File: src/hw/rtl/sbph_pkg.sv
// spectrum bar peak hold: shared types, constants and helper functions
// used by every module of the block; depends on nothing else
`timescale 1ns / 1ps

package sbph_pkg;

    // peak store geometry
    localparam int unsigned COLUMNS = 128;
    localparam int unsigned IDX_W   = $clog2(COLUMNS);

    // configuration port
    localparam int unsigned CFG_DATA_W = 8;
    localparam int unsigned CFG_IDX_W  = 2;

    localparam logic [CFG_IDX_W-1:0] CFG_STYLE_MODE    = 2'd0;
    localparam logic [CFG_IDX_W-1:0] CFG_SCALE_DIVISOR = 2'd1;
    localparam logic [CFG_IDX_W-1:0] CFG_FALL_SPEED    = 2'd2;

    // style mode codes
    localparam logic [1:0] STYLE_MIRROR = 2'd1;
    localparam logic [1:0] STYLE_WIDE   = 2'd2;

    // reset values of the registers
    localparam logic [1:0] STYLE_RESET   = STYLE_MIRROR;
    localparam logic [7:0] DIVISOR_RESET = 8'd4;
    localparam logic [3:0] FALL_RESET    = 4'd7;

    // screen rows and steps
    localparam logic [5:0] ROW_BOTTOM   = 6'd63;
    localparam logic [5:0] CLAMP_MIRROR = 6'd62;
    localparam logic [5:0] CLAMP_WIDE   = 6'd60;
    localparam logic [5:0] ROW_MID      = 6'd32;
    localparam logic [3:0] FALL_BASE    = 4'd10;
    localparam logic [3:0] FALL_MIRROR  = 4'd1;
    localparam logic [6:0] PEAK_RESET   = 7'd63;

    // mirrored x origins
    localparam logic [7:0] X_LEFT_BASE  = 8'd128;
    localparam logic [7:0] X_RIGHT_BASE = 8'd127;

    typedef struct packed {
        logic [6:0]  column;
        logic [15:0] magnitude;
    } t_in_beat;

    typedef struct packed {
        logic [7:0] x_pos;
        logic [5:0] bar_top;
        logic [5:0] peak_top;
        logic       peak_shown;
        logic       last;
    } t_out_beat;

    typedef struct packed {
        logic [1:0] style_mode;
        logic [7:0] scale_divisor;
        logic [3:0] fall_speed;
    } t_cfg;

    // column with its bar top, out of the divider
    typedef struct packed {
        logic [6:0] column;
        logic [5:0] bar;
    } t_bar_item;

    // one or two draw beats caused by one input beat
    typedef struct packed {
        t_out_beat first;
        t_out_beat second;
        logic      two;
    } t_pair;

    typedef struct packed {
        logic [6:0] p_new;
        logic [5:0] top;
        logic       shown;
    } t_upd;

    // peak entry of a column
    function automatic logic [IDX_W-1:0] col_to_idx(input logic [6:0] col);
        return IDX_W'(32'(col) % COLUMNS);
    endfunction

    // one restoring division step for quotient bit k: {bit, remainder}
    function automatic logic [14:0] div_step(input logic [13:0] rem,
                                             input logic [7:0]  dv,
                                             input logic [2:0]  k);
        logic [13:0] shifted;
        shifted = 14'(dv) << k;
        if (rem >= shifted) begin
            return {1'b1, rem - shifted};
        end
        return {1'b0, rem};
    endfunction

    // one falling-dot update of a peak entry against a bar top
    function automatic t_upd peak_update(input logic [6:0] p,
                                         input logic [5:0] bar,
                                         input logic [5:0] clampv,
                                         input logic [3:0] step);
        t_upd       u;
        logic [6:0] pc;
        pc = p;
        if (p > {1'b0, bar}) begin
            u.p_new = {1'b0, bar};
            u.top   = '0;
            u.shown = 1'b0;
        end else begin
            if (p > {1'b0, clampv}) begin
                pc = {1'b0, clampv};
            end
            u.shown = 1'b1;
            u.top   = pc[5:0];
            u.p_new = pc + {3'b000, step};
        end
        return u;
    endfunction

endpackage

File: src/hw/rtl/sbph_div.sv
// spectrum bar peak hold: three-stage pipelined divider that turns the
// magnitude into a bar top row (quotient clamped to 63); uses sbph_pkg
`timescale 1ns / 1ps

module sbph_div (
    input  logic                  i_clk,
    input  logic                  i_rst_n,
    input  logic                  i_valid,
    output logic                  o_ready,
    input  sbph_pkg::t_in_beat    i_in_beat,
    input  sbph_pkg::t_cfg        i_cfg,
    output logic                  o_valid,
    input  logic                  i_ready,
    output sbph_pkg::t_bar_item   o_item
);
    import sbph_pkg::*;

    logic [7:0]  dv;
    logic        sat0;
    logic [14:0] st_a, st_b, st_c, st_d, st_e, st_f;
    logic [5:0]  q6;
    logic [5:0]  h;
    logic        s1_rdy, s2_rdy, s3_rdy;

    logic        r_s1_v, r_s2_v, r_s3_v;
    logic [6:0]  r_s1_col, r_s2_col, r_s3_col;
    logic        r_s1_sat, r_s2_sat;
    logic [13:0] r_s1_rem, r_s2_rem;
    logic [1:0]  r_s1_q;
    logic [3:0]  r_s2_q;
    logic [5:0]  r_s3_bar;

    // divisor zero acts as one
    assign dv = (i_cfg.scale_divisor == '0) ? 8'd1 : i_cfg.scale_divisor;

    // quotient of 64 or more saturates; otherwise six bits remain
    assign sat0 = i_in_beat.magnitude >= {2'b00, dv, 6'b000000};

    // two quotient bits per stage
    assign st_a = div_step(i_in_beat.magnitude[13:0], dv, 3'd5);
    assign st_b = div_step(st_a[13:0], dv, 3'd4);
    assign st_c = div_step(r_s1_rem, dv, 3'd3);
    assign st_d = div_step(st_c[13:0], dv, 3'd2);
    assign st_e = div_step(r_s2_rem, dv, 3'd1);
    assign st_f = div_step(st_e[13:0], dv, 3'd0);

    assign q6 = {r_s2_q, st_e[14], st_f[14]};
    assign h  = r_s2_sat ? ROW_BOTTOM : q6;

    // stage handshake, bubbles collapse
    assign s3_rdy  = !r_s3_v || i_ready;
    assign s2_rdy  = !r_s2_v || s3_rdy;
    assign s1_rdy  = !r_s1_v || s2_rdy;
    assign o_ready = s1_rdy;
    assign o_valid = r_s3_v;
    assign o_item  = '{column: r_s3_col, bar: r_s3_bar};

    // stage valids
    always_ff @(posedge i_clk) begin
        if (!i_rst_n) begin
            r_s1_v <= 1'b0;
            r_s2_v <= 1'b0;
            r_s3_v <= 1'b0;
        end else begin
            if (s1_rdy) r_s1_v <= i_valid;
            if (s2_rdy) r_s2_v <= r_s1_v;
            if (s3_rdy) r_s3_v <= r_s2_v;
        end
    end

    // stage payloads
    always_ff @(posedge i_clk) begin
        if (s1_rdy && i_valid) begin
            r_s1_col <= i_in_beat.column;
            r_s1_sat <= sat0;
            r_s1_rem <= st_b[13:0];
            r_s1_q   <= {st_a[14], st_b[14]};
        end
        if (s2_rdy && r_s1_v) begin
            r_s2_col <= r_s1_col;
            r_s2_sat <= r_s1_sat;
            r_s2_rem <= st_d[13:0];
            r_s2_q   <= {r_s1_q, st_c[14], st_d[14]};
        end
        if (s3_rdy && r_s2_v) begin
            r_s3_col <= r_s2_col;
            r_s3_bar <= ROW_BOTTOM - h;
        end
    end

endmodule

File: src/hw/rtl/sbph_peak.sv
// spectrum bar peak hold: peak row memory with registered read, valid bits,
// write forwarding and the falling-dot update stage; uses sbph_pkg
`timescale 1ns / 1ps

module sbph_peak (
    input  logic                  i_clk,
    input  logic                  i_rst_n,
    input  logic                  i_valid,
    output logic                  o_ready,
    input  sbph_pkg::t_bar_item   i_item,
    input  sbph_pkg::t_cfg        i_cfg,
    output logic                  o_valid,
    input  logic                  i_ready,
    output sbph_pkg::t_pair       o_pair
);
    import sbph_pkg::*;

    logic [6:0]       r_mem [COLUMNS];
    logic [COLUMNS-1:0] r_vld;

    logic             r_v;
    logic [6:0]       r_col;
    logic [5:0]       r_bar;
    logic [6:0]       r_rd_data;
    logic             r_rd_vld;
    logic             r_fwd_v;
    logic [IDX_W-1:0] r_fwd_idx;
    logic [6:0]       r_fwd_data;

    logic             rd_en;
    logic             wr_en;
    logic [IDX_W-1:0] rd_idx;
    logic [IDX_W-1:0] wb_idx;
    logic [6:0]       p_cur;
    logic [6:0]       p_final;
    logic             mirror;
    logic [3:0]       step;
    logic [5:0]       bar_w;
    t_upd             u1, u2, uw;

    assign o_ready = !r_v || i_ready;
    assign o_valid = r_v;
    assign rd_en   = i_valid && o_ready;
    assign wr_en   = r_v && i_ready;
    assign rd_idx  = col_to_idx(i_item.column);
    assign wb_idx  = col_to_idx(r_col);

    // memory port: read on entry, write back when the stage drains
    always_ff @(posedge i_clk) begin
        if (rd_en) begin
            r_rd_data <= r_mem[rd_idx];
            r_rd_vld  <= r_vld[rd_idx];
            r_col     <= i_item.column;
            r_bar     <= i_item.bar;
        end
        if (wr_en) begin
            r_mem[wb_idx] <= p_final;
        end
        if (wr_en) begin
            r_fwd_idx  <= wb_idx;
            r_fwd_data <= p_final;
        end
    end

    // control: stage valid, entry valid bits, forward valid
    always_ff @(posedge i_clk) begin
        if (!i_rst_n) begin
            r_v     <= 1'b0;
            r_vld   <= '0;
            r_fwd_v <= 1'b0;
        end else begin
            if (o_ready) r_v <= i_valid;
            if (wr_en) begin
                r_vld[wb_idx] <= 1'b1;
                r_fwd_v       <= 1'b1;
            end
        end
    end

    // current peak: last write wins, unwritten entries read as reset row
    always_comb begin
        if (r_fwd_v && r_fwd_idx == wb_idx) begin
            p_cur = r_fwd_data;
        end else if (r_rd_vld) begin
            p_cur = r_rd_data;
        end else begin
            p_cur = PEAK_RESET;
        end
    end

    // wide modes: fall step and bar limits
    always_comb begin
        step  = (i_cfg.fall_speed > FALL_BASE) ? 4'd0 : FALL_BASE - i_cfg.fall_speed;
        bar_w = r_bar;
        if (i_cfg.style_mode != STYLE_WIDE && bar_w < ROW_MID) begin
            bar_w = ROW_MID;
        end
        if (bar_w > CLAMP_WIDE) begin
            bar_w = CLAMP_WIDE;
        end
    end

    // mirrored mode updates the entry twice in a row
    assign mirror = (i_cfg.style_mode == STYLE_MIRROR);
    assign u1     = peak_update(p_cur, r_bar, CLAMP_MIRROR, FALL_MIRROR);
    assign u2     = peak_update(u1.p_new, r_bar, CLAMP_MIRROR, FALL_MIRROR);
    assign uw     = peak_update(p_cur, bar_w, CLAMP_WIDE, step);
    assign p_final = mirror ? u2.p_new : uw.p_new;

    // draw beats
    always_comb begin
        o_pair = '0;
        if (mirror) begin
            o_pair.two               = 1'b1;
            o_pair.first.x_pos       = X_LEFT_BASE - {1'b0, r_col};
            o_pair.first.bar_top     = r_bar;
            o_pair.first.peak_top    = u1.top;
            o_pair.first.peak_shown  = u1.shown;
            o_pair.first.last        = 1'b0;
            o_pair.second.x_pos      = X_RIGHT_BASE + {1'b0, r_col};
            o_pair.second.bar_top    = r_bar;
            o_pair.second.peak_top   = u2.top;
            o_pair.second.peak_shown = u2.shown;
            o_pair.second.last       = 1'b1;
        end else begin
            o_pair.two               = 1'b0;
            o_pair.first.x_pos       = {r_col[5:0], 2'b00};
            o_pair.first.bar_top     = bar_w;
            o_pair.first.peak_top    = uw.top;
            o_pair.first.peak_shown  = uw.shown;
            o_pair.first.last        = 1'b1;
        end
    end

endmodule

File: src/hw/rtl/sbph_out.sv
// spectrum bar peak hold: output register that hands out one or two draw
// beats per input beat; uses sbph_pkg
`timescale 1ns / 1ps

module sbph_out (
    input  logic                 i_clk,
    input  logic                 i_rst_n,
    input  logic                 i_valid,
    output logic                 o_ready,
    input  sbph_pkg::t_pair      i_pair,
    output logic                 o_valid,
    input  logic                 i_ready,
    output sbph_pkg::t_out_beat  o_beat
);
    import sbph_pkg::*;

    logic  r_v;
    logic  r_sel;
    t_pair r_pair;
    logic  done;

    // pair is finished once its final beat is taken
    assign done    = r_v && i_ready && (r_sel || !r_pair.two);
    assign o_ready = !r_v || done;
    assign o_valid = r_v;
    assign o_beat  = r_sel ? r_pair.second : r_pair.first;

    // valid and beat select
    always_ff @(posedge i_clk) begin
        if (!i_rst_n) begin
            r_v   <= 1'b0;
            r_sel <= 1'b0;
        end else if (o_ready) begin
            r_v   <= i_valid;
            r_sel <= 1'b0;
        end else if (r_v && i_ready) begin
            r_sel <= 1'b1;
        end
    end

    // payload
    always_ff @(posedge i_clk) begin
        if (o_ready && i_valid) begin
            r_pair <= i_pair;
        end
    end

endmodule

File: src/hw/rtl/spectrum_bar_peak_hold_unit.sv
// spectrum bar peak hold: top level with configuration registers, divider,
// peak memory stage and output register; uses sbph_pkg and its submodules
`timescale 1ns / 1ps
//
// channel   | handshake            | payload
// ----------+----------------------+------------------------------------
// input     | i_valid / o_ready    | i_in_beat  (column, magnitude)
// output    | o_valid / i_ready    | o_out_beat (x, bar, peak, shown, last)
// config    | i_cfg_wr_en          | i_cfg_index, i_cfg_wdata
//
// a bin runs through the divider, peak stage and output register in turn
// wide modes take one bin per cycle unless i_ready stalls; mirrored mode
// waits for the output register to hand out the left and right beats in turn
// reset clears the valid bits of the peak memory all at once, no sweep
// a stalled output fills the divider and peak stages before o_ready drops

module spectrum_bar_peak_hold_unit (
    input  logic                                i_clk,
    input  logic                                i_rst_n,
    input  logic                                i_valid,
    output logic                                o_ready,
    input  sbph_pkg::t_in_beat                  i_in_beat,
    output logic                                o_valid,
    input  logic                                i_ready,
    output sbph_pkg::t_out_beat                 o_out_beat,
    input  logic                                i_cfg_wr_en,
    input  logic [sbph_pkg::CFG_IDX_W-1:0]      i_cfg_index,
    input  logic [sbph_pkg::CFG_DATA_W-1:0]     i_cfg_wdata
);
    import sbph_pkg::*;

    logic [1:0] r_style_mode;
    logic [7:0] r_scale_divisor;
    logic [3:0] r_fall_speed;
    t_cfg       cfg;

    logic       div_valid, div_ready;
    t_bar_item  div_item;
    logic       peak_valid, peak_ready;
    t_pair      peak_pair;

    // configuration registers
    always_ff @(posedge i_clk) begin
        if (!i_rst_n) begin
            r_style_mode    <= STYLE_RESET;
            r_scale_divisor <= DIVISOR_RESET;
            r_fall_speed    <= FALL_RESET;
        end else if (i_cfg_wr_en) begin
            unique case (i_cfg_index)
                CFG_STYLE_MODE:    r_style_mode    <= i_cfg_wdata[1:0];
                CFG_SCALE_DIVISOR: r_scale_divisor <= i_cfg_wdata;
                CFG_FALL_SPEED:    r_fall_speed    <= i_cfg_wdata[3:0];
                default: begin
                end
            endcase
        end
    end

    assign cfg = '{style_mode: r_style_mode, scale_divisor: r_scale_divisor,
                   fall_speed: r_fall_speed};

    // bar height
    sbph_div u_div (
        .i_clk     (i_clk),
        .i_rst_n   (i_rst_n),
        .i_valid   (i_valid),
        .o_ready   (o_ready),
        .i_in_beat (i_in_beat),
        .i_cfg     (cfg),
        .o_valid   (div_valid),
        .i_ready   (div_ready),
        .o_item    (div_item)
    );

    // peak memory read, update, write back
    sbph_peak u_peak (
        .i_clk   (i_clk),
        .i_rst_n (i_rst_n),
        .i_valid (div_valid),
        .o_ready (div_ready),
        .i_item  (div_item),
        .i_cfg   (cfg),
        .o_valid (peak_valid),
        .i_ready (peak_ready),
        .o_pair  (peak_pair)
    );

    // draw beats out
    sbph_out u_out (
        .i_clk   (i_clk),
        .i_rst_n (i_rst_n),
        .i_valid (peak_valid),
        .o_ready (peak_ready),
        .i_pair  (peak_pair),
        .o_valid (o_valid),
        .i_ready (i_ready),
        .o_beat  (o_out_beat)
    );

`ifndef NO_ASSERTIONS
    // left beat taken, right beat of the same bin follows at once
    a_pair_follows: assert property (@(posedge i_clk) disable iff (!i_rst_n)
        o_valid && i_ready && !o_out_beat.last |=> o_valid && o_out_beat.last)
        else $error("right beat of a mirrored pair missing");

    // nothing comes out right after reset
    a_reset_idle: assert property (@(posedge i_clk)
        !i_rst_n |=> !o_valid)
        else $error("output valid right after reset");

    // a drawn dot never sits below the bar top
    a_dot_above_bar: assert property (@(posedge i_clk) disable iff (!i_rst_n)
        o_valid && o_out_beat.peak_shown |-> o_out_beat.peak_top <= o_out_beat.bar_top)
        else $error("peak dot below bar top");

    // hidden dot reports row zero
    a_hidden_dot: assert property (@(posedge i_clk) disable iff (!i_rst_n)
        o_valid && !o_out_beat.peak_shown |-> o_out_beat.peak_top == '0)
        else $error("hidden peak dot with nonzero row");
`endif

endmodule

File: config.mk
export PLATFORM = sky130hd
export DESIGN_NAME = spectrum_bar_peak_hold_unit
export DESIGN_NICKNAME = d
export VERILOG_FILES = /design/src/hw/rtl/sbph_pkg.sv /design/src/hw/rtl/sbph_div.sv /design/src/hw/rtl/sbph_peak.sv /design/src/hw/rtl/sbph_out.sv /design/src/hw/rtl/spectrum_bar_peak_hold_unit.sv
export SDC_FILE = /design/constraint.sdc
export NUM_CORES = 1
export LEC_CHECK = 0
export ABC_AREA = 1
export BUFFER_PORTS_ARGS = -buffer_cell sky130_fd_sc_hd__buf_2
export CORE_MARGIN = 4
export CORE_UTILIZATION = 25
export CTS_CLUSTER_DIAMETER = 120
export DETAILED_ROUTE_END_ITERATION = 8
export HOLD_SLACK_MARGIN = 0.06
export MAX_ROUTING_LAYER = met4
export PLACE_DENSITY = 0.42
export RECOVER_POWER = 50
export SKIP_LAST_GASP = 1
export SLEW_MARGIN = 10
export SYNTH_ARGS = -nofsm -noshare
export SYNTH_HDL_FRONTEND = slang
export SYNTH_SLANG_ARGS = --single-unit
File: constraint.sdc
create_clock -name i_clk -period 8.85 [get_ports i_clk]
set_clock_uncertainty 0.1 [all_clocks]
set_input_delay 0.4425 -clock i_clk [delete_from_list [all_inputs] [get_ports i_clk]]
set_output_delay 0.4425 -clock i_clk [all_outputs]
set_load 0.02 [all_outputs]
-- After elaboration in Yosys (flattened, before gate mapping)
Memory sizes are Yosys's and may differ from the RTL's. A register that Yosys moved wholly into a read port is not among the register bits.
Cells that the tools add are included.
- flip-flop bits (word level): 285
- bits in writable memories: 896
- input port bits: 38
- output and inout port bits: 24
- word-level logic and storage cells: 156
- memories kept: 1
- memories (memory ; words ; width ; read ports ; clocked after memory_dff ; wr ports ; line ; source):
    u_peak.r_mem ; 128 ; 7 ; 1 ; 1 ; 1 ; sbph_peak.sv:18 ; logic [6:0] r_mem [COLUMNS];
- $add $sub $neg: 13
- magnitude comparators: 19
- equal/unequal tests: 5
- multiplexer cells: 45
- bitwise operators: 3
- reduce and logical (&&, ||, !) cells: 29
- operator list (cell ; count):
    bitwise OR 128 bit ; 1
    two-way mux 15 bit ; 8
    two-way mux 14 bit ; 7
    two-way mux 7 bit ; 9
    two-way mux 22 bit ; 2
    greater-than comparator 7 x 6 -> 1 bit ; 3
    greater-than comparator 7 x 6 -> 1 bit (second input constant) ; 3
    two-way mux 6 bit ; 3
    greater-or-equal comparator 16 x 14 -> 1 bit ; 1
    less-than comparator 7 x 8 -> 1 bit (second input constant) ; 2
    adder 7 x 1 -> 7 bit (second input constant) ; 2
    greater-or-equal comparator 14 x 10 -> 1 bit ; 1
    greater-or-equal comparator 14 x 11 -> 1 bit ; 1
    greater-or-equal comparator 14 x 12 -> 1 bit ; 1
    greater-or-equal comparator 14 x 13 -> 1 bit ; 1
    greater-or-equal comparator 14 x 8 -> 1 bit ; 1
    greater-or-equal comparator 14 x 9 -> 1 bit ; 1
    subtractor 14 x 10 -> 14 bit ; 1
    subtractor 14 x 11 -> 14 bit ; 1
    subtractor 14 x 12 -> 14 bit ; 1
    subtractor 14 x 13 -> 14 bit ; 1
    subtractor 14 x 8 -> 14 bit ; 1
    subtractor 14 x 9 -> 14 bit ; 1
    two-way mux 1 bit ; 12
    other kinds (25) ; 49

-- Logic depth before layout (Yosys ltp)
Gate-level depths: netlist of run 1.
- depth after elaboration: 14
- mapped depth: 35
- mapped depth without buffers: 33

-- By module
From an unflattened synthesis of run 1, not the netlist that was laid out.
- cell total of the unflattened synthesis: 4704
- area total of the unflattened synthesis: 51199.1 um^2
- modules (own cells, without submodules) (module ; instances ; cells an instance ; area an instance (um^2) ; sequential area each (um^2)):
    sbph_peak ; 1 ; 3827 ; 43574.3 ; 30559.3
    sbph_div ; 1 ; 667 ; 5323.9 ; 1951.9
    sbph_out ; 1 ; 127 ; 1702.9 ; 1391.3
    spectrum_bar_peak_hold_unit ; 1 ; 83 ; 598.1 ; 280.3

-- Least setup slack after synthesis of run 1
Ideal clock, no wire load.
- kind: register to register
- start point: reg u_peak.r_col[2]
- end point: reg u_peak.r_fwd_data[1] (data pin)
- setup time: 1.204 ns
- arrival time: 7.473 ns
- required time: 7.546 ns
- setup slack: 0.072 ns
- stages on the path, launching flop included: 19
- buffers on the path: 1
- period minus slack after synthesis: 8.778 ns
- cells stage by stage: edfxtp_1 > inv_2 > nand2_1 > nand2_1 > nand2_1 > nor2_2 > nand3b_1 > nand2_2 > inv_1 > ha_1 > nand2_1 > o21ai_0 > nand3_1 > a31oi_1 > o22ai_1 > nand2_1 > clkbuf_1 > o21ai_0 > o21ai_0
- word-level cells in the longest chain between the ends: 14
- elaborated cells between the ends (all ways): 22
- classes of those cells: 3 x add/sub; 6 x order compare; 1 x eq/ne; 11 x mux; 1 x reduce/logical
- RTL lines (what ; line ; source):
    from (decl) ; sbph_peak.sv:22 ; logic [6:0] r_col;
    from (signal assigned) ; sbph_peak.sv:53 ; r_col <= i_item.column;
    == test 7 bit (*) ; sbph_peak.sv:82 ; if (r_fwd_v && r_fwd_idx == wb_idx) begin
    logical AND 1 bit (*) ; sbph_peak.sv:82 ;
    two-way mux 7 bit (*) ; sbph_peak.sv:82 ;
    greater-than comparator 7 x 6 -> 1 bit ; sbph_pkg.sv:109 ; if (p > {1'b0, clampv}) begin
    two-way mux 7 bit ; sbph_pkg.sv:109 ;
    two-way mux 7 bit ; sbph_pkg.sv:104 ; if (p > {1'b0, bar}) begin
    adder 7 x 1 -> 7 bit ; sbph_pkg.sv:114 ; u.p_new = pc + {3'b000, step};
    two-way mux 14 bit ; sbph_pkg.sv:104 ;
    greater-than comparator 7 x 6 -> 1 bit ; sbph_pkg.sv:109 ;
    two-way mux 7 bit ; sbph_pkg.sv:109 ;
    two-way mux 7 bit ; sbph_pkg.sv:104 ;
    adder 7 x 1 -> 7 bit ; sbph_pkg.sv:114 ;
    two-way mux 14 bit ; sbph_pkg.sv:104 ;
    two-way mux 7 bit (*) ; sbph_peak.sv:108 ; assign p_final = mirror ? u2.p_new : uw.p_new;
    net u_peak.p_final[1] ; sbph_peak.sv:35 ; logic [6:0] p_final;
    to (signal assigned) ; sbph_peak.sv:61 ; r_fwd_data <= p_final;
    to (decl) ; sbph_peak.sv:28 ; logic [6:0] r_fwd_data;
The timed path passes the listed nets; every way through them passes the cells marked *. The select of a mux whose other input is x is not followed.
A chain may end at the register's enable or synchronous reset.

-- Final worst setup path of run 1
- start point: reg u_peak.r_col[5]
- end point: mem u_peak.r_mem[35][6] (data pin)
- word-level cells in the longest chain between the ends: 14
- elaborated cells between the ends (all ways): 22
- classes of those cells: 3 x add/sub; 6 x order compare; 1 x eq/ne; 11 x mux; 1 x reduce/logical
- RTL lines (what ; line):
    == test 7 bit (*) ; sbph_peak.sv:82
    logical AND 1 bit (*) ; sbph_peak.sv:82
    two-way mux 7 bit (*) ; sbph_peak.sv:82
    greater-than comparator 7 x 6 -> 1 bit ; sbph_pkg.sv:109
    two-way mux 7 bit ; sbph_pkg.sv:109
    two-way mux 7 bit ; sbph_pkg.sv:104
    adder 7 x 1 -> 7 bit ; sbph_pkg.sv:114
    two-way mux 14 bit ; sbph_pkg.sv:104
    greater-than comparator 7 x 6 -> 1 bit ; sbph_pkg.sv:109
    two-way mux 7 bit ; sbph_pkg.sv:109
    two-way mux 7 bit ; sbph_pkg.sv:104
    adder 7 x 1 -> 7 bit ; sbph_pkg.sv:114
    two-way mux 14 bit ; sbph_pkg.sv:104
    two-way mux 7 bit (*) ; sbph_peak.sv:108
    net u_peak.p_final[6] ; sbph_peak.sv:35
    to (decl) ; sbph_peak.sv:18
Marks and branches as above.

==> summary.txt, run 1 <==
Status
  – Run status: complete, but fails checks
  – Failing checks: max-capacitance violations, max-slew violations

Die
  – Die area: 208,000 um^2
  – Std-Cell Rows: 164
  – Starting density of the core: 25.1%
  – Die width: 456 um
  – Count of boundary I/O pins: 62
  – Die Ht: 456 um
  – Core Area: ~200,000 um^2

Synth
  – Simple-Gate Fraction of Synth Area: between 10% and 20%
  – Main combinational cell family by area after synthesis: compound AO/OA/AOI/OAI gates
  – Synthesis warning total: 0
  – Post-synthesis instance area: 50,200 um^2
  – Xor and xnor area share after synthesis: 0.593%
  – Biggest area contributors in the synthesized netlist: edfxtp_1, nor2_1, o21ai_0, dfxtp_1, o22ai_1
  – Synthesized net count: 4,590
  – Synthesized netlist cell count: around 4,500
  – Sequential fraction of the synthesis area: 68.0%
  – Avg Synthesized Cell Area: 11.3 um^2
  – Number of enable flip-flop cells after synthesis: between 1,000 and 1,500
  – Proportion of synthesized flip-flops having asynchronous set or reset: 0%
  – Compound-Gate Fraction of Synth Area: 13.4%
  – Top FF cell, synth: edfxtp_1
  – Cell taking the most area after synthesis: edfxtp_1
  – Count of cell types in the netlist: 58
  – Number of synthesized register bits: 1,187
  – Adder and majority gate portion of the synthesized area: 2.28%
  – Area share of the leading cell type in the synthesized netlist: 62.0%
  – Portion of netlist area occupied by mux cells: less than 1%

Timing
  – Final Critical Period: 6.60 ns
  – Hold violation count in the final report: 0
  – RSZ-0062 raised after global routing: no
  – Final Slew Violations: 386
  – Total negative slack for setup checks: 0 ns
  – Fmax achieved: roughly 150 MHz
  – Max-slew headroom at the worst pin: -149%
  – Worst-Margin Slew: between 3 and 4 ns
  – Fin crit share: 74.6%
  – Final count of negative-setup-slack endpoints: 0

Final layout
  – Net count reported at finish: 4,621
  – Layout cell share with drive strength beyond 1: roughly 7.8%
  – Most frequent standard cell in the layout excluding fill and tap cells: nor2_1
  – Synthesis-to-finish area growth: 15.7%
  – Most used cells in the layout excluding fill and tap cells: nor2_1, edfxtp_1, o21ai_0

Setup path
  – Required time of the worst setup path: 9.22 ns
  – Critical Path End Type: register
  – Max FO, Critical Path: 75
  – Startpoint-to-endpoint class of the critical path: register to register
  – Signal arrival time at the worst endpoint: ~7.0 ns
  – Kind of start point of the critical path: register

Clocking
  – Clk Latency, worst-skew pair: 0.76 ns
  – Count of instances resized after the clock tree is built: 0
  – Clock Tree Buf Depth: 3
  – Total number of clock tree sinks: 1,187
  – Number of levels the H-tree was split into: 4
  – Clk pin slew, worst setup/hold paths: roughly 0.060 ns
  – Clock buffers created by TritonCTS: 135
  – CTS tree: yes
  – CTS root buf: clkbuf_16

Pwr
  – Worst vdd rail ir drop: around 0.12 mV
  – Total leakage power: 19.2 nW
  – Power density of the placed cells: 224 nW/um^2
  – Power, Total: between 10 and 15 mW

Min path
  – Worst hold path type: primary input to register

Detailed routing
  – Detailed-routing wirelength on met1: 72,200 um
  – Length of routed met3 wiring: 6690 um
  – Highest layer used for signal routing: met4
  – Post-DR vias/cell: 4.76
  – Number of design rule violations left after detail routing: 0
  – Number of nets with antenna violations after detailed routing: 0
  – Wirelength, routed: 155,000 um
  – Met2 routed wirelength: 73,000 um
  – Routed wirelength normalized by instance count: ~21 um
  – Detailed router's first-iteration violation count: roughly 2,700
  – DR vias: ~35,000
  – 1st-pass router iterations: 8

Run
  – Max-cap violation count: 10

Global routing
  – Initial antenna violation count: 2
  – Global-route wire length before repair: between 200,000 and 250,000 um
  – Total routing usage reported by global routing: 15.0%
  – Congestion Overflow GR: 0
  – Number of global-route vias before repair: 33,900
  – Maximum number of pins on one net before global-route repair: 141

Place
  – # port buffers: 61
  – Half-perimeter wire length after placement: ~92,000 um
  – Weighted congestion reported at the end of routability-driven placement: 0.840
metal layers:
| layer | up-vias | GRT usage (%) |
|---|---|---|
| met1 | 17400 | 20.2 |
| li1 | 16200 | - |
| met4 | 0 | 3.85 |
| met5 | - | - |
| met2 | 756 | 23.7 |
| met3 | 193 | 2.08 |
critical path, stage by stage (launching register included):
cell and delay [ns]:
edfxtp_1 0.59, inv_2 0.11, a21oi_1 0.14, nand2_1 0.13, nor2_8 0.17, nand2_4 0.09, nand2_1 0.07, nand2_1 0.19
ha_1 0.38, and3_1 0.21, nand4_1 0.06, a21boi_0 0.36, inv_1 0.18, nand2_8 0.13, inv_2 0.09, o21ai_2 0.23
inv_1 0.10, ha_1 0.31, a21oi_1 0.13, o21ai_0 0.11, a21oi_1 0.12, o21ai_0 0.08, o21ai_0 0.11, nand2_1 0.24
nor2_2 0.25, nand3_1 0.17, nand2_4 0.74, buf_4 0.64
logic make-up after synthesis:
kind of cell | Yosys count
simple gates | 1492
compound gates | 1203
xor+xnor | 34
mux | 21
flops | 1187
buf+inv | 439
fa+ha+maj | 88
final cells by class:
cell class,instances,area [um^2]
Clock buffer,195,3850
Tap cell,2656,3320
Timing Repair Buffer,160,1140
Multi-Input combinational cell,2838,14500
Inverter,173,669
Fill cell,20700,142000
Sequential cell,1187,34200
Clock inverter,55,495
Antenna cell,1,2.50
flip-flops by register name (all words and copies together), names as in the netlist, 8 cells and up:
register	flops
u_peak.r_mem	896
u_div.r_s2_rem	14
u_out.r_pair	44
u_peak.r_vld	128
u_div.r_s1_rem	14
r_scale_divisor	8
final timing paths:
| check | endpoint | slack [ns] | depth (start not counted) | startpoint |
|---|---|---|---|---|
| worst max register to register | u_peak.r_mem[35][6] | 2.25 | 27 | u_peak.r_col[5] |
| worst min-delay path | u_div.r_s1_rem[8] | 0.17 | 5 | i_in_beat[8] |
| worst max-delay path | u_peak.r_mem[35][6] | 2.25 | 27 | u_peak.r_col[5] |
| worst min register to register | u_div.r_s2_col[6] | 0.32 | 0 | u_div.r_s1_col[6] |
Yosys cell counts (4+ instances only):
library cell,n
a21boi_0,4
a21oi_1,112
a31oi_1,16
a32oi_1,5
buf_1,7
buf_2,5
buf_4,5
clkbuf_1,248
dfxtp_1,149
edfxtp_1,1038
fa_1,6
ha_1,82
inv_1,154
inv_2,15
mux2_2,21
nand2_1,211
nand2_2,16
nand3_1,57
nand3_2,4
nand3b_1,4
nand4_1,18
nor2_1,1132
nor2_2,5
nor3_1,21
nor4_1,7
o211ai_1,9
o21a_1,4
o21ai_0,694
o21ai_1,12
o21bai_1,5
o221ai_1,53
o22ai_1,260
o311ai_0,9
or2_2,6
xnor2_1,15
xor2_1,19
through the flow:
stage,utilization (%),setup WS [ns],area (um^2),hold slack (ns),cells
floorplan,-,0.0724,50200,0.300,4464
CTS,29.1,2.29,58200,0.104,7264
global placement,26.8,2.32,53500,0.304,6979
detailed placement,26.8,2.33,53500,0.308,6979
global route,29.1,1.67,58100,0.187,7264
finish,29.1,2.25,58100,0.165,7265
power by group:
part	internal [mW]	switching [mW]	leakage, nW
combinational	0.357	0.801	6.39
clock	3.24	2.30	2.13
sequential	6.28	0.0328	10.7
timing repair:
| item | in CTS | in global routing |
|---|---|---|
| setup buffers | 0 | 0 |
| endpoints found under the hold margin | 34 | 0 |
| setup endpoints to repair | 0 | 0 |
| hold buffers | 35 | 0 |
No activity file was read; power rests on OpenSTA's default activity.
==> inputs of run 2 (changes only) <==
--- a/config.mk
+++ b/config.mk
@@ -5,7 +5,7 @@
 export SDC_FILE = /design/constraint.sdc
 export NUM_CORES = 1
 export LEC_CHECK = 0
-export ABC_AREA = 1
+export ABC_AREA = 0
 export BUFFER_PORTS_ARGS = -buffer_cell sky130_fd_sc_hd__buf_2
 export CORE_MARGIN = 4
 export CORE_UTILIZATION = 25
@@ -13,7 +13,7 @@
 export DETAILED_ROUTE_END_ITERATION = 8
 export HOLD_SLACK_MARGIN = 0.06
 export MAX_ROUTING_LAYER = met4
-export PLACE_DENSITY = 0.42
+export PLACE_DENSITY = 0.41
 export RECOVER_POWER = 50
 export SKIP_LAST_GASP = 1
 export SLEW_MARGIN = 10
==> constraint.sdc (replaced) <==
create_clock -name i_clk -period 6.18 [get_ports i_clk]
set_clock_uncertainty 0.1 [all_clocks]
set_input_delay 0.309 -clock i_clk [delete_from_list [all_inputs] [get_ports i_clk]]
set_output_delay 0.309 -clock i_clk [all_outputs]
set_load 0.02 [all_outputs]
==> summary.txt, run 2 <==
Synth
  – Area share of the leading cell type in the synthesized netlist: 63.1% (+1.0 points)
  – Xor and xnor area share after synthesis: 0.744% (+0.15 points)
  – Synthesis warning total: 0 (unchanged)
  – Sequential fraction of the synthesis area: 69.1% (+1.1 points)
  – Avg Synthesized Cell Area: 18.3 um^2 (+62%)
  – Number of synthesized register bits: 1,187 (unchanged)
  – Main combinational cell family by area after synthesis: multiplexers
  – Most frequent cell after synthesis: edfxtp_1
  – Adder and majority gate portion of the synthesized area: 2.32% (+0.037 points)
  – Number of enable flip-flop cells after synthesis: 1,038 (unchanged)
  – Proportion of synthesized flip-flops having asynchronous set or reset: 0% (unchanged)
  – Simple-Gate Fraction of Synth Area: 4.38% (-7.5 points)
  – Biggest area contributors in the synthesized netlist: edfxtp_1, mux4_2, dfxtp_1, o21a_1, ha_1
  – Synthesized netlist cell count: 2,706 (-39%)
  – Compound-Gate Fraction of Synth Area: 4.76% (-8.7 points)
  – Most frequent cells after synthesis: edfxtp_1, mux4_2, nor2_1, dfxtp_1, o21a_1
  – Cell taking the most area after synthesis: edfxtp_1
  – Portion of netlist area occupied by mux cells: 17.1% (+17 points)
  – Post-synthesis instance area: 49,400 um^2 (-1.6%)
  – Top FF cell, synth: edfxtp_1
  – Synthesized net count: 2,832 (-38%)
  – Count of cell types in the netlist: 80 (+38%)

Timing
  – Worst-Margin Slew: 3.62 ns (-0.0923 ns)
  – Final Critical Period: 5.79 ns (-0.817 ns)
  – RSZ-0062 raised after global routing: no
  – Final Slew Violations: 231 (-40%)
  – Fmax achieved: 173 MHz (+14%)
  – Max-slew headroom at the worst pin: -141% (+7.5 points)
  – Final count of negative-setup-slack endpoints: 0 (unchanged)
  – Fin crit share: 93.6% (+19 points)
  – Hold violation count in the final report: 0 (unchanged)

Detailed routing
  – 1st-pass router iterations: 5 (-3)
  – Routed wirelength normalized by instance count: 24.3 um (+14%)
  – Post-DR vias/cell: 4.62 (-2.9%)
  – Number of nets with antenna violations after detailed routing: 0 (unchanged)
  – Detailed router's first-iteration violation count: 2,174 (-21%)
  – Wirelength, routed: 138,000 um (-11%)
  – DR vias: 26,200 (-24%)
  – Number of design rule violations left after detail routing: 0 (unchanged)

Setup path
  – Crit path largest cell delay: 0.53 ns (-0.21 ns)
  – Kind of start point of the critical path: register
  – Signal arrival time at the worst endpoint: 6.17 ns (-0.80 ns)
  – Critical Path End Type: register
  – Max FO, Critical Path: 48 (-36%)
  – CP max stage cell: edfxtp_1
  – Setup slack on the worst flop-to-flop path: 0.39 ns (-1.85 ns)
  – CP top delay family: simple AND/OR/NAND/NOR gates
  – Required time of the worst setup path: 6.56 ns (-2.66 ns)
  – Worst Reg2Reg Path Length in Cells: 25 (-7.4%)
  – R2R Path End: u_peak.r_mem[68][0]
  – R2r startpoint: u_peak.r_col[0]
  – Startpoint-to-endpoint class of the critical path: register to register
  – Most frequent cell on the critical path: o21a_1
  – Bufs and invs on worst path: 4 (-1)

Min path
  – Hold path startpoint: i_in_beat[12]
  – Worst hold path type: primary input to register
  – Hold endpoint: u_div.r_s1_sat
  – Instance count along the most critical hold path: 4 (-1)

Place
  – Weighted congestion reported at the end of routability-driven placement: 0.838 (-0.24%)
  – Half-perimeter wire length after placement: 87,300 um (-4.9%)
  – # port buffers: 61 (unchanged)
  – Total placed cells including tap cells: 5,365 (-23%)
  – Cell Area, Placed: 53,700 um^2 (+0.32%)

Clocking
  – Clock buffers created by TritonCTS: 134 (-0.74%)
  – Post-CTS setup buffer count: 0 (unchanged)
  – Total number of clock tree sinks: 1,187 (unchanged)
  – Clk Latency, worst-skew pair: 0.76 ns (about the same)
  – Clk pin slew, worst setup/hold paths: 0.06 ns (about the same)
  – Count of instances resized after the clock tree is built: 0 (unchanged)
  – CTS root buf: clkbuf_16
  – Clock Tree Buf Depth: 3 (unchanged)
  – Number of levels the H-tree was split into: 4 (unchanged)
  – Number of buffers inserted for hold repair after clock tree synthesis: 46 (+31%)
  – CTS tree: yes

Status
  – Failing checks: max-capacitance violations, max-slew violations
  – Run status: complete, but fails checks

Die
  – Die Ht: 453 um (-0.79%)
  – Std-Cell Rows: 162 (-1.2%)
  – Starting density of the core: 25.2% (+0.11 points)
  – Count of boundary I/O pins: 62 (unchanged)
  – Die width: 453 um (-0.79%)
  – Core Area: 196,000 um^2 (-2.0%)
  – Die area: 205,000 um^2 (-1.6%)

Run
  – Max-cap violation count: 9 (-1)

Final layout
  – Most used cells in the layout excluding fill and tap cells: edfxtp_1, mux4_2, nor2_1
  – Largest registers: u_peak.r_mem: 896 flops, u_peak.r_vld: 128 flops, u_out.r_pair: 44 flops
  – Final standard cell area without fillers: 58,300 um^2 (+0.33%)
  – Net count reported at finish: 3,049 (-34%)
  – Count of filler cells inserted in the layout: 19,300 (-6.8%)
  – Synthesis-to-finish area growth: 17.9%
  – Most flop-heavy register: u_peak.r_mem
  – Layout cell share with drive strength beyond 1: 23.3% (+15 points)
  – Non-filler cells, final: 5,666 (-22%)
  – Flip-flop count of the largest register, all copies and words added: 896 (unchanged)
  – Most frequent standard cell in the layout excluding fill and tap cells: edfxtp_1

Global routing
  – Congestion Overflow GR: 0 (unchanged)
  – Initial antenna violation count: 13 (+11)
  – Number of global-route vias before repair: 27,700 (-18%)
  – Total routing usage reported by global routing: 13.8% (-1.2 points)
  – Maximum number of pins on one net before global-route repair: 130 (-7.8%)
  – Global-route wire length before repair: 200,000 um (-14%)

Pwr
  – Power density of the placed cells: 307 nW/um^2 (+37%)
  – Worst vdd rail ir drop: 0.283 mV (+140%)
  – Power, Total: 17.9 mW (+38%)
  – Total leakage power: 18.7 nW (-2.5%)
-- run 2: cell types whose count changed after synthesis, moves of 48 or more --
cell      delta
a21oi_1     -60
o21ai_0    -654
o22ai_1    -256
nand2_1    -143
inv_1      -100
o21a_1     +140
o221ai_1    -48
nor2_1     -929
clkbuf_1   -174
mux4_2     +336
-- run 2: kinds of logic (layout without fill, tap and decap cells) --
kind of cell | count (synthesis) | in the layout
AOI/OAI and AO/OA | 331 | 331
xor gates and xnor gates | 42 | 42
and+or+nand+nor | 453 | 453
buffers and inverters | 185 | 512
DFF | 1187 | 1187
other | 0 | 9
adders and majority gates | 88 | 88
muxes | 420 | 420
-- run 2: where the power goes --
group / leakage (nW) / internal (mW) / switching (mW)
sequential: 10.8 / 8.89 / 0.0442
clock: 2.13 / 4.67 / 3.19
combinational: 5.85 / 0.442 / 0.681
-- run 2: how the worst max path moves through the flow --
stage / start / to / slack (ns) / depth (start not counted)
final: u_peak.r_col[0] / u_peak.r_mem[68][0] / 0.39 / 25
after global routing: u_out.r_sel / u_peak.r_mem[29][4] / 0.08 / 8
after CTS: u_peak.r_col[1] / u_peak.r_mem[68][0] / 0.47 / 23
after detailed placement: u_peak.r_col[0] / u_peak.r_mem[66][0] / 0.52 / 23
after global placement: u_peak.r_col[1] / u_peak.r_mem[64][0] / 0.50 / 25
after floorplan: u_peak.r_col[6] / u_peak.r_fwd_data[6] / -1.24 / 25
-- run 2: final cells by class --
| class | instances | area, um^2 | area share [%] |
|---|---|---|---|
| timing repair buffer | 212 | 1570 | 2.69 |
| multi-input combinational | 1334 | 14700 | 25.2 |
| tap | 2624 | 3280 | 5.63 |
| inverter | 54 | 203 | 0.348 |
| antenna | 9 | 22.5 | 0.0386 |
| clock buffer | 185 | 3780 | 6.49 |
| clock inverter | 61 | 599 | 1.03 |
| sequential | 1187 | 34200 | 58.6 |
-- run 2: layer usage --
layer	share of wire [%]	track usage (%)	vias up	wire length (um)
met5	0	-	-	0
met1	43	17.6	13900	59800
li1	-	-	11400	-
met3	4.3	2.18	190	5950
met2	50	22.6	718	68700
met4	2.3	4.23	0	3180
-- run 2: per-stage QoR --
stage | setup WS, ns | util [%] | hold WS [ns] | TNS, ns
after global routing | 0.0804 | 29.8 | 0.136 | 0
after floorplan | -1.24 | - | 0.300 | -622.25
after CTS | 0.468 | 29.9 | 0.0817 | 0
after global placement | 0.502 | 27.4 | 0.305 | 0
after detailed placement | 0.521 | 27.4 | 0.308 | 0
final | 0.393 | 29.8 | 0.146 | 0
-- run 2: worst reg2reg max path, delay by kind of cell, from the launching register on --
family,cells,cell delay [ns]
adders and majority gates,2,0.47
buffers and inverters,4,0.88
and+or+nand+nor,7,1.42
DFF,1,0.53
muxes,2,0.60
xor gates and xnor gates,1,0.17
AOI/OAI and AO/OA,9,1.33
==> inputs of run 3 (changes only) <==
--- a/config.mk
+++ b/config.mk
@@ -7,13 +7,16 @@
 export LEC_CHECK = 0
 export ABC_AREA = 0
 export BUFFER_PORTS_ARGS = -buffer_cell sky130_fd_sc_hd__buf_2
+export CAP_MARGIN = 20
+export CELL_PAD_IN_SITES_DETAIL_PLACEMENT = 0
+export CELL_PAD_IN_SITES_GLOBAL_PLACEMENT = 1
 export CORE_MARGIN = 4
 export CORE_UTILIZATION = 25
 export CTS_CLUSTER_DIAMETER = 120
 export DETAILED_ROUTE_END_ITERATION = 8
 export HOLD_SLACK_MARGIN = 0.06
 export MAX_ROUTING_LAYER = met4
-export PLACE_DENSITY = 0.41
+export PLACE_DENSITY = 0.44
 export RECOVER_POWER = 50
 export SKIP_LAST_GASP = 1
 export SLEW_MARGIN = 10
==> summary.txt, run 3 (synthesized netlist as in run 2, its figures left out) <==
Place
  – Half-perimeter wire length after placement: 90,700 um (+3.9%)
  – Weighted congestion reported at the end of routability-driven placement: 0.807 (-3.7%)
  – Total placed cells including tap cells: 5,401 (+0.67%)
  – # port buffers: 61 (unchanged)

Final layout
  – Most flop-heavy register: u_peak.r_mem
  – Diodes inserted: 0 (-9)
  – Flip-flop count of the largest register, all copies and words added: 896 (unchanged)
  – Largest registers: u_peak.r_mem: 896 flops, u_peak.r_vld: 128 flops, u_out.r_pair: 44 flops
  – Most used cells in the layout excluding fill and tap cells: edfxtp_1, mux4_2, nor2_1
  – Net count reported at finish: 3,091 (+1.4%)
  – Layout cell share with drive strength beyond 1: 22.9% (-0.43 points)
  – Non-filler cells, final: 5,705 (+0.69%)
  – Most frequent standard cell in the layout excluding fill and tap cells: edfxtp_1
  – Post-route core utilization: 29.9% (+0.098 points)
  – Synthesis-to-finish area growth: 18.3%

Detailed routing
  – Detailed router's first-iteration violation count: 2,098 (-3.5%)
  – Wirelength, routed: 142,000 um (+3.3%)
  – Number of design rule violations left after detail routing: 0 (unchanged)
  – Post-DR vias/cell: 4.60 (-0.52%)
  – 1st-pass router iterations: 5 (unchanged)
  – Routed wirelength normalized by instance count: 24.9 um (+2.6%)
  – DR vias: 26,200 (+0.16%)
  – Number of nets with antenna violations after detailed routing: 0 (unchanged)

Die
  – Die Ht: 453 um (unchanged)
  – Starting density of the core: 25.2% (unchanged)
  – Core Area: 196,000 um^2 (unchanged)
  – Die width: 453 um (unchanged)
  – Die area: 205,000 um^2 (unchanged)
  – Count of boundary I/O pins: 62 (unchanged)
  – Std-Cell Rows: 162 (unchanged)

Timing
  – Max-slew headroom at the worst pin: -119% (+22 points)
  – Hold violation count in the final report: 0 (unchanged)
  – Fmax achieved: 173 MHz (about the same)
  – Worst-Margin Slew: 3.28 ns (-0.333 ns)
  – RSZ-0062 raised after global routing: no
  – Final count of negative-setup-slack endpoints: 0 (unchanged)
  – Final Slew Violations: 250 (+8.2%)
  – Final Critical Period: 5.79 ns (-0.00217 ns)
  – Fin crit share: 93.6% (about the same)

Global routing
  – Global-route wire length before repair: 203,000 um (+1.9%)
  – Congestion Overflow GR: 0 (unchanged)
  – Maximum number of pins on one net before global-route repair: 130 (unchanged)
  – Initial antenna violation count: 11 (-2)
  – Number of global-route vias before repair: 27,500 (-0.66%)
  – Total routing usage reported by global routing: 14.1% (+0.36 points)

Setup path
  – Kind of start point of the critical path: register
  – Startpoint-to-endpoint class of the critical path: register to register
  – Setup slack on the worst flop-to-flop path: 0.39 ns (about the same)
  – R2r startpoint: u_peak.r_col[4]
  – Critical Path End Type: register
  – R2R Path End: u_peak.r_mem[125][5]
  – Signal arrival time at the worst endpoint: 6.25 ns (+0.08 ns)
  – Worst Reg2Reg Path Length in Cells: 25 (unchanged)
  – Required time of the worst setup path: 6.65 ns (+0.09 ns)
  – Max FO, Critical Path: 28 (-42%)

Min path
  – Hold endpoint: u_div.r_s1_col[5]
  – Hold path startpoint: i_in_beat[21]
  – Worst hold path type: primary input to register
  – Instance count along the most critical hold path: 2 (-2)

Pwr
  – Power density of the placed cells: 307 nW/um^2 (-0.23%)
  – Total leakage power: 18.8 nW (+0.51%)
  – Worst vdd rail ir drop: 0.251 mV (-11%)

Clocking
  – Clock Tree Buf Depth: 3 (unchanged)
  – CTS tree: yes
  – Clk pin slew, worst setup/hold paths: 0.06 ns (about the same)
  – Total number of clock tree sinks: 1,187 (unchanged)
  – Clk Latency, worst-skew pair: 0.77 ns (about the same)
  – CTS root buf: clkbuf_16
  – Clock buffers created by TritonCTS: 138 (+3.0%)
  – Number of levels the H-tree was split into: 4 (unchanged)
  – Count of instances resized after the clock tree is built: 0 (unchanged)

Run
  – Max-cap violation count: 10 (+1)

Status
  – Run status: complete, but fails checks
  – Failing checks: max-capacitance violations, max-slew violations
-- run 3: cell types whose count changed in the layout (fill, tap and decap cells not counted), moves of 9 or more --
cell / previous run / this run
clkbuf_1: 108 / 154
mux2_1: 9 / 20
mux2_2: 45 / 34
buf_2: 35 / 44
diode_2: 9 / 0
-- run 3: worst max-delay path by stage --
| stage | startpoint | endpoint | slack [ns] | cells after the start |
|---|---|---|---|---|
| floorplan | u_peak.r_col[6] | u_peak.r_fwd_data[6] | -1.24 | 25 |
| finish | u_peak.r_col[4] | u_peak.r_mem[125][5] | 0.39 | 25 |
| CTS | u_peak.r_col[4] | u_peak.r_mem[125][5] | 0.38 | 25 |
| detailed placement | u_peak.r_col[4] | u_peak.r_mem[47][5] | 0.42 | 25 |
| global route | u_peak.r_col[4] | u_peak.r_mem[125][5] | 0.04 | 25 |
| global placement | u_peak.r_col[2] | u_peak.r_mem[46][5] | 0.41 | 25 |
-- run 3: layout make-up --
type,count,area (um^2)
clock buffer,205,3880
clock inverter,51,551
sequential,1187,34200
fill,19300,137000
inverter,54,203
timing repair buffer,250,1730
multi-input combinational,1334,14700
tap,2624,3280
-- run 3: timing repair --
item / CTS / global route
hold buffers: 48 / 0
hold endpoints to repair: 99 / 0
setup buffers: 0 / 0
-- run 3: metrics by stage --
step / hold WS (ns) / total power, mW / cell area (um^2) / setup TNS (ns) / worst slack [ns]
after floorplan: 0.300 / 9.85 / 49600 / -622.25 / -1.24
after global placement: 0.309 / 10.2 / 53800 / 0 / 0.411
after detailed placement: 0.305 / 10.2 / 54100 / 0 / 0.423
after CTS: 0.0983 / 18.2 / 59000 / 0 / 0.375
after global routing: 0.136 / 18.7 / 58500 / 0 / 0.0437
final: 0.167 / 17.9 / 58500 / 0 / 0.395
-- run 3: worst max-delay path: stages, from the launching register on --
cell and delay [ns]:
edfxtp_1 0.39, xnor2_1 0.20, nand4_1 0.20, nor2_4 0.34, mux2i_4 0.38, inv_2 0.09
ha_4 0.24, nor2b_1 0.13, o21a_1 0.17, o21bai_1 0.17, a21oi_2 0.10, nor2_2 0.16
mux2i_2 0.30, inv_1 0.09, ha_1 0.30, nor2b_1 0.14, o21a_1 0.16, o21a_1 0.17
o21ai_1 0.13, a21oi_1 0.11, a21oi_4 0.15, nand2_4 0.14, inv_2 0.11, nor2_1 0.07
o22ai_4 0.59, buf_4 0.40
-- run 3: routing by layer --
layer / GRT usage [%] / vias up / share of wire (%)
li1: - / 11400 / -
met1: 18.4 / 13900 / 44
met2: 22.8 / 642 / 49
met3: 2.48 / 222 / 4.9
met4: 4.00 / 0 / 2.5
met5: - / - / 0
-- run 3: report_power, final --
part           internal [mW]  leakage [nW]  switching [mW]
clock                   4.53          2.15            3.35
sequential              8.89          10.8          0.0457
combinational          0.439          5.93           0.693
